--- src/design/gain_scheduled_lqr_torque_unit_macros.svh ---
// Assertion macros shared by the gain-scheduled LQR torque unit.
// Needs a clock named clk and an active-high reset named rst in scope.
`ifndef GAIN_SCHEDULED_LQR_TORQUE_UNIT_MACROS_SVH
`define GAIN_SCHEDULED_LQR_TORQUE_UNIT_MACROS_SVH

// Consequent must hold in the same cycle as the antecedent.
`define GSLQR_ASSERT_NOW(lbl, ante, cons, msg) \
  lbl: assert property (@(posedge clk) disable iff (rst) (ante) |-> (cons)) \
    else $error(msg);

// Consequent must hold in the cycle after the antecedent.
`define GSLQR_ASSERT_NXT(lbl, ante, cons, msg) \
  lbl: assert property (@(posedge clk) disable iff (rst) (ante) |=> (cons)) \
    else $error(msg);

`endif

--- src/design/gslqr_pkg.sv ---
// Shared widths, structs and the gain coefficient ROM for the LQR torque unit.
// No dependencies; used by the lane, the merge stage and the top level.
package gslqr_pkg;

  localparam int DATA_WIDTH_DEF = 32;
  localparam int NUM_LANES      = 6;
  localparam int NUM_COEF       = 4;
  localparam int LEN_W          = 16;
  localparam int ERR_W          = 32;
  localparam int OUT_W          = 32;
  localparam int COEF_W         = 32;
  localparam int FRAC_L         = 16;
  localparam int FRAC_G         = 20;
  localparam int ACC_W          = 36;
  localparam int PROD_W         = COEF_W + ERR_W;
  localparam int TERM_W         = PROD_W - FRAC_G;
  localparam int SUM_W          = 50;
  localparam int LANE_DEPTH     = 6;
  localparam int MERGE_DEPTH    = 3;
  localparam int PIPE_DEPTH     = LANE_DEPTH + MERGE_DEPTH;
  localparam longint MICRO      = 1000000;

  // Gain coefficients in units of 1e-6: L^3, L^2, L, constant.
  // Rows 0..5 feed the wheel sum, rows 6..11 the joint sum.
  localparam longint COEF_MICRO [2*NUM_LANES][NUM_COEF] = '{
    '{ -344130023,   397724995,  -265059481,   -4941964 },
    '{   11842778,   -18891159,   -27922778,     234829 },
    '{ -288953787,   281637253,   -94596365,  -10720163 },
    '{ -177996259,   181622915,   -75159282,   -7728459 },
    '{ -835889683,   930198548,  -389150660,   74543061 },
    '{  -58542501,    66926377,   -29456008,    6433743 },
    '{  178165050,  -120123702,     -177096,   29334646 },
    '{   38945329,   -38984286,    14882355,    2371578 },
    '{ -527320926,   586755646,  -245391894,   46899771 },
    '{ -343006363,   380367381,  -159679912,   32616099 },
    '{ 1840588017, -1794197881,   602816532,   67365929 },
    '{  151012003,  -149438347,    51534782,    1364543 }
  };

  // Q12.20 coefficient, rounded half away from zero; evaluated at elaboration.
  function automatic logic signed [COEF_W-1:0] coef_q20(input int g, input int k);
    longint m;
    longint r;
    m = COEF_MICRO[g][k];
    if (m >= 0) begin
      r = (m * (longint'(1) << FRAC_G) + MICRO / 2) / MICRO;
    end else begin
      r = -(((-m) * (longint'(1) << FRAC_G) + MICRO / 2) / MICRO);
    end
    return COEF_W'(r);
  endfunction

  // Per-item flags and addends that ride alongside the lanes.
  typedef struct packed {
    logic                    leg_side;
    logic                    in_air;
    logic                    weak_mode;
    logic signed [ERR_W-1:0] turn_torque;
    logic signed [ERR_W-1:0] coordinate_torque;
  } side_t;

  // One finished result word.
  typedef struct packed {
    logic signed [OUT_W-1:0] wheel_torque;
    logic signed [OUT_W-1:0] joint_torque;
    logic                    leg_force_zero;
  } res_t;

endpackage

--- src/design/gslqr_merge.sv ---
// Merge stage: sums the lane terms per gain row, applies side, air and weak
// handling and saturates the torques. Uses gslqr_pkg.
module gslqr_merge #(
  parameter int DATA_WIDTH = gslqr_pkg::DATA_WIDTH_DEF
) (
  input  logic                                clk,
  input  logic                                en,
  input  logic signed [gslqr_pkg::TERM_W-1:0] row1 [gslqr_pkg::NUM_LANES],
  input  logic signed [gslqr_pkg::TERM_W-1:0] row2 [gslqr_pkg::NUM_LANES],
  input  gslqr_pkg::side_t                    side,
  output gslqr_pkg::res_t                     res
);
  import gslqr_pkg::*;

  localparam int NUM_PAIRS = NUM_LANES / 2;
  localparam int SAT_BITS  = (DATA_WIDTH > OUT_W) ? OUT_W :
                             ((DATA_WIDTH < 2) ? 2 : DATA_WIDTH);
  localparam logic signed [SUM_W-1:0] SAT_HI = (SUM_W'(1) << (SAT_BITS - 1)) - SUM_W'(1);
  localparam logic signed [SUM_W-1:0] SAT_LO = ~SAT_HI;

  function automatic logic signed [OUT_W-1:0] sat_out(input logic signed [SUM_W-1:0] x);
    if (x > SAT_HI) begin
      return SAT_HI[OUT_W-1:0];
    end else if (x < SAT_LO) begin
      return SAT_LO[OUT_W-1:0];
    end
    return x[OUT_W-1:0];
  endfunction

  logic signed [SUM_W-1:0] pair1 [NUM_PAIRS];
  logic signed [SUM_W-1:0] pair2 [NUM_PAIRS];
  logic signed [SUM_W-1:0] tot1, tot2;
  logic signed [SUM_W-1:0] wheel_s3, joint_s3;
  logic signed [SUM_W-1:0] t2 [NUM_LANES];
  side_t                   side_s1, side_s2, side_s3;

  // Airborne leg drops joint-row terms from position onward.
  always_comb begin
    for (int i = 0; i < NUM_LANES; i++) begin
      t2[i] = (side.in_air && i >= 2) ? '0 : SUM_W'(row2[i]);
    end
  end

  // m1: pair sums, m2: row totals, m3: addends and leg side.
  always_ff @(posedge clk) begin
    if (en) begin
      for (int k = 0; k < NUM_PAIRS; k++) begin
        pair1[k] <= SUM_W'(row1[2*k]) + SUM_W'(row1[2*k+1]);
        pair2[k] <= t2[2*k] + t2[2*k+1];
      end
      side_s1 <= side;
      tot1    <= pair1[0] + pair1[1] + pair1[2];
      tot2    <= pair2[0] + pair2[1] + pair2[2];
      side_s2 <= side_s1;
      wheel_s3 <= tot1 + SUM_W'(side_s2.turn_torque);
      joint_s3 <= (side_s2.leg_side ? tot2 : -tot2) + SUM_W'(side_s2.coordinate_torque);
      side_s3  <= side_s2;
    end
  end

  // Forced zeros and saturation.
  always_comb begin
    res.wheel_torque   = (side_s3.weak_mode || side_s3.in_air) ? '0 : sat_out(wheel_s3);
    res.joint_torque   = side_s3.weak_mode ? '0 : sat_out(joint_s3);
    res.leg_force_zero = side_s3.weak_mode;
  end

endmodule

--- config.mk ---
export PLATFORM = sky130hd
export DESIGN_NAME = gslqr_merge
export DESIGN_NICKNAME = d
export VERILOG_FILES = /design/src/design/gain_scheduled_lqr_torque_unit_macros.svh /design/src/design/gslqr_pkg.sv /design/src/design/gslqr_merge.sv
export SDC_FILE = /design/constraint.sdc
export NUM_CORES = 2
export LEC_CHECK = 0
export BUFFER_PORTS_ARGS = -buffer_cell sky130_fd_sc_hd__buf_2
export CAP_MARGIN = 0
export CORE_ASPECT_RATIO = 0.6
export CORE_MARGIN = 2
export CORE_UTILIZATION = 60
export DETAILED_ROUTE_END_ITERATION = 7
export HOLD_SLACK_MARGIN = 0.06
export PLACE_DENSITY_LB_ADDON = 0.15
export SETUP_SLACK_MARGIN = 0.4
export SLEW_MARGIN = 0
export SYNTH_ARGS = -nofsm -noshare
export SYNTH_HDL_FRONTEND = slang
export SYNTH_SLANG_ARGS = --single-unit
export TNS_END_PERCENT = 20
--- constraint.sdc ---
create_clock -name clk -period 7.7 [get_ports clk]
set_clock_uncertainty 0.15 [all_clocks]
set_input_delay 0.77 -clock clk [delete_from_list [all_inputs] [get_ports clk]]
set_output_delay 0.77 -clock clk [all_outputs]
set_load 0.01 [all_outputs]
==> qor.csv <==
stage,metric,value,unit
run_status,status,completed,
timing,slew_headroom,0.190,
grt,grtUsageTotal,0.390,
worst_hold_path,worstHoldEndpoint,side_s1[35],
clocking,cts_made_buffers,58,
clocking,ctsHoldBuffers,0,
synth,synthArstFlopShare,0,
layout,nets,6600,
floorplanning,start_util,0.608,
layout,fillers,6050,
clocking,cts_max_level,2,
timing,fin_hold_ws,0.125,ns
run,cap_violations,0,
pwr,total_power,0.0180,W
clocking,cts_resized,0,
route,vias,42600,
pwr,power_per_cell_area,330,nW/um2
timing,setup_violations,0,
clocking,clk_pin_slew_worst_paths,0.07,ns
synth,synth_seq_cells,616,
placement,dp_cells,6446,
clocking,cts_setup_buffers,0,
worst_hold_path,min-delay-start,side[35],
worst_setup_path,regToRegSetupSlack,2.39,ns
layout,final_util,0.687,
timing,layout_min_cycle_time,5.31,ns
worst_setup_path,path_class,reg2reg,
synth,synth_area,48400,um2
worst_setup_path,cpMaxStageDelayCell,or4_1,
layout,fin_cells,6594,
synth,synth_edf_count,616,
route,via_per_inst,6.45,
route,routedWlPerCell,25.1,um
route,drc,0,
route,antenna_left,0,
pwr,ir_drop,0.237,mV
clocking,clock-sinks,616,
placement,port_buffers,661,
worst_hold_path,min_path_cells,1,
worst_hold_path,hp-class,in2reg,
synth,synth.yosys.seq_area_share,0.382,
floorplanning,io_pins,662,
worst_setup_path,cp_cell_sequence,or4_1 > nor4_1 > nor2b_1 > and2_1 > a21oi_1 > xor2_1 > ha_1 > a21oi_1 > o21bai_1 > a21oi_1 > o21ai_0 > nand3_1 > o31ai_1 > a221oi_1 > o31ai_1 > xor2_1,
synth,synth_warnings,0,
grt,grt_pass1_wl,241,mm
worst_setup_path,cp_common_cell,a21oi_1,
timing,max_freq,188,MHz
timing,slew_violations,0,
synth,synth_top_area_frac,0.382,
synth,synth_area_per_cell,9.94,um2
layout,syn_to_final_growth,13.0,%
grt,antenna_found_initial,52,
grt,grt_max_degree,206,
synth,synthCells,4873,
worst_setup_path,reg2reg_depth,16,
worst_setup_path,rr_startpoint,tot2[11],
synth,synth_cell_type_count,79,
clocking,cts_tree,yes,
worst_setup_path,worstPathArrival,5.56,ns
worst_setup_path,setup.worst_path.start_class,flop,
route,finalWirelength,166,mm
timing,finalSetupTns,0,ns
clocking,clockBufferDepth,3,
worst_setup_path,critPathMaxStageDelay,0.59,ns
timing,timing.final.crit_share,0.689,
timing,rsz0062_at_grt,false,
floorplanning,die_x,371,um
floorplanning,dieArea,83100,um2
worst_setup_path,critPathTopFamily,compound AO/OA/AOI/OAI gates,
route,dr.pass1.iters,6,
floorplanning,core_region_area,79700,um2
floorplanning,rows,80,
clocking,root_buffer,clkbuf_16,
worst_setup_path,r2r-end,joint_s3[46],
placement,dp_hpwl,138,mm
clocking,worstSkewPairLatency,0.67,ns
grt,grt-ovfl-total,0,
synth,synth_area_leaders,"edfxtp_1 (38%), ha_1 (12%), xnor2_1 (5.2%), a21oi_1 (5.1%), fa_1 (4.3%)",
synth,syn_nets,6032,
route,initialDrtViolationCount,6362,
grt,grt_pass1_vias,37900,
timing,hold_viol,0,
worst_setup_path,cp_data_required_time,7.96,ns
synth,ys.flop_type,edfxtp_1,
worst_setup_path,path_max_fanout,6,
layout,drive_gt1_frac,0.147,
worst_setup_path,crit_path_end_kind,flop,
pwr,power.leakage,23.3,nW
placement,routabilityCongestion,1.05,
synth,synth_top_area_cell,edfxtp_1,
floorplanning,die_h,224,um
timing,tightest_slew,1.21,ns
worst_setup_path,cp_num_buf_inv,0,
-- kinds of logic after synthesis --
| kind of cell | Yosys count | share of synthesized area |
|---|---|---|
| AO/OA/AOI/OAI | 1567 | 0.209 |
| XOR/XNOR | 451 | 0.0816 |
| adder cells (fa/ha/maj) | 562 | 0.161 |
| buffers and inverters | 323 | 0.0254 |
| flip-flops | 616 | 0.382 |
| multiplexers | 5 | 0.00109 |
| AND/OR/NAND/NOR | 1349 | 0.140 |
-- Yosys cell counts, drive strengths merged, types with 32 or more instances --
cell type and n:
nand4 95, nand2b 46, edfxtp 616, clkbuf 156, nand2 304, a21oi 492
ha 458, xnor2 285, o21a 122, nand3 106, and2 32, o21bai 80
a211oi 47, nor2b 229, xor2 166, nor2 306, inv 158, fa 104
nor3 98, o21ai 235, a21o 262, and3 37, o211ai 49, a31oi 63
-- placed cells by master (no fill, tap or decap), types with 14 or more instances in the layout --
cell type,n
o31ai_1,29
o211ai_1,49
buf_2,659
ha_1,458
or4_1,14
or3_1,15
diode_2,37
nor4_1,21
a21oi_1,492
o21a_1,122
nand4_1,95
nor3_1,97
a31oi_1,63
a21boi_0,17
o21ai_0,235
nor2_1,305
edfxtp_1,616
nand2b_1,46
xor2_1,166
inv_1,158
o21bai_1,80
nand3_1,106
and2_1,32
clkbuf_16,59
a211oi_1,47
and3_1,37
xnor2_1,285
nand2_1,304
nor2b_1,229
a21o_1,262
a2111oi_0,17
fa_1,104
o41ai_1,14
-- registers in the layout, summed over array words and instances (netlist names) --
| register | count |
|---|---|
| joint_s3 | 50 |
| pair1 | 135 |
| pair2 | 145 |
| res | 1 |
| side_s1 | 67 |
| side_s2 | 67 |
| side_s3 | 1 |
| tot1 | 50 |
| tot2 | 50 |
| wheel_s3 | 50 |
-- power by group --
| part | leakage [nW] | internal [W] | switching, W | total [W] |
|---|---|---|---|---|
| Sequential | 6.02 | 0.00509 | 0.000595 | 0.00569 |
| Clock | 0.981 | 0.00170 | 0.00138 | 0.00309 |
| Combinational | 16.3 | 0.00356 | 0.00570 | 0.00926 |
| Total | 23.3 | 0.0104 | 0.00768 | 0.0180 |
-- layer usage --
metal / GRT usage / vias up / part of all wire
met5: 0.00874 / - / 0.0013
met4: 0.0875 / 20 / 0.022
met3: 0.147 / 243 / 0.16
met2: 0.480 / 2733 / 0.37
met1: 0.626 / 20100 / 0.46
li1: - / 19400 / -
-- through the flow --
stage                     instance area [um2]  setup WS, ns
after floorplan                         48400          3.31
after global placement                  52600          2.38
after detailed placement                52600          2.15
after CTS                               54600          2.54
after global routing                    54700          2.06
final                                   54700          2.39
-- worst max path at each step --
stage | startpoint | end | slack (ns) | cells past startpoint
after floorplan | tot2[11] | joint_s3[47] | 3.31 | 19
after global placement | side[65] | pair2[0][140] | 2.38 | 13
after detailed placement | side[65] | pair2[0][140] | 2.15 | 13
after CTS | tot2[11] | joint_s3[48] | 2.54 | 18
after global routing | tot2[11] | joint_s3[49] | 2.06 | 17
final | tot2[11] | joint_s3[46] | 2.39 | 16
-- area by class of cell --
| class | instances | area (um2) | area share |
|---|---|---|---|
| Antenna cell | 37 | 92.6 | 0.00169 |
| Timing Repair Buffer | 673 | 3450 | 0.0630 |
| Sequential cell | 616 | 18500 | 0.338 |
| Inverter | 158 | 593 | 0.0108 |
| Tap cell | 1066 | 1330 | 0.0244 |
| Clock buffer | 64 | 1500 | 0.0273 |
| Multi-Input combinational cell | 3934 | 28700 | 0.525 |
| Clock inverter | 46 | 534 | 0.00977 |
No activity file was read; power rests on OpenSTA's default activity.
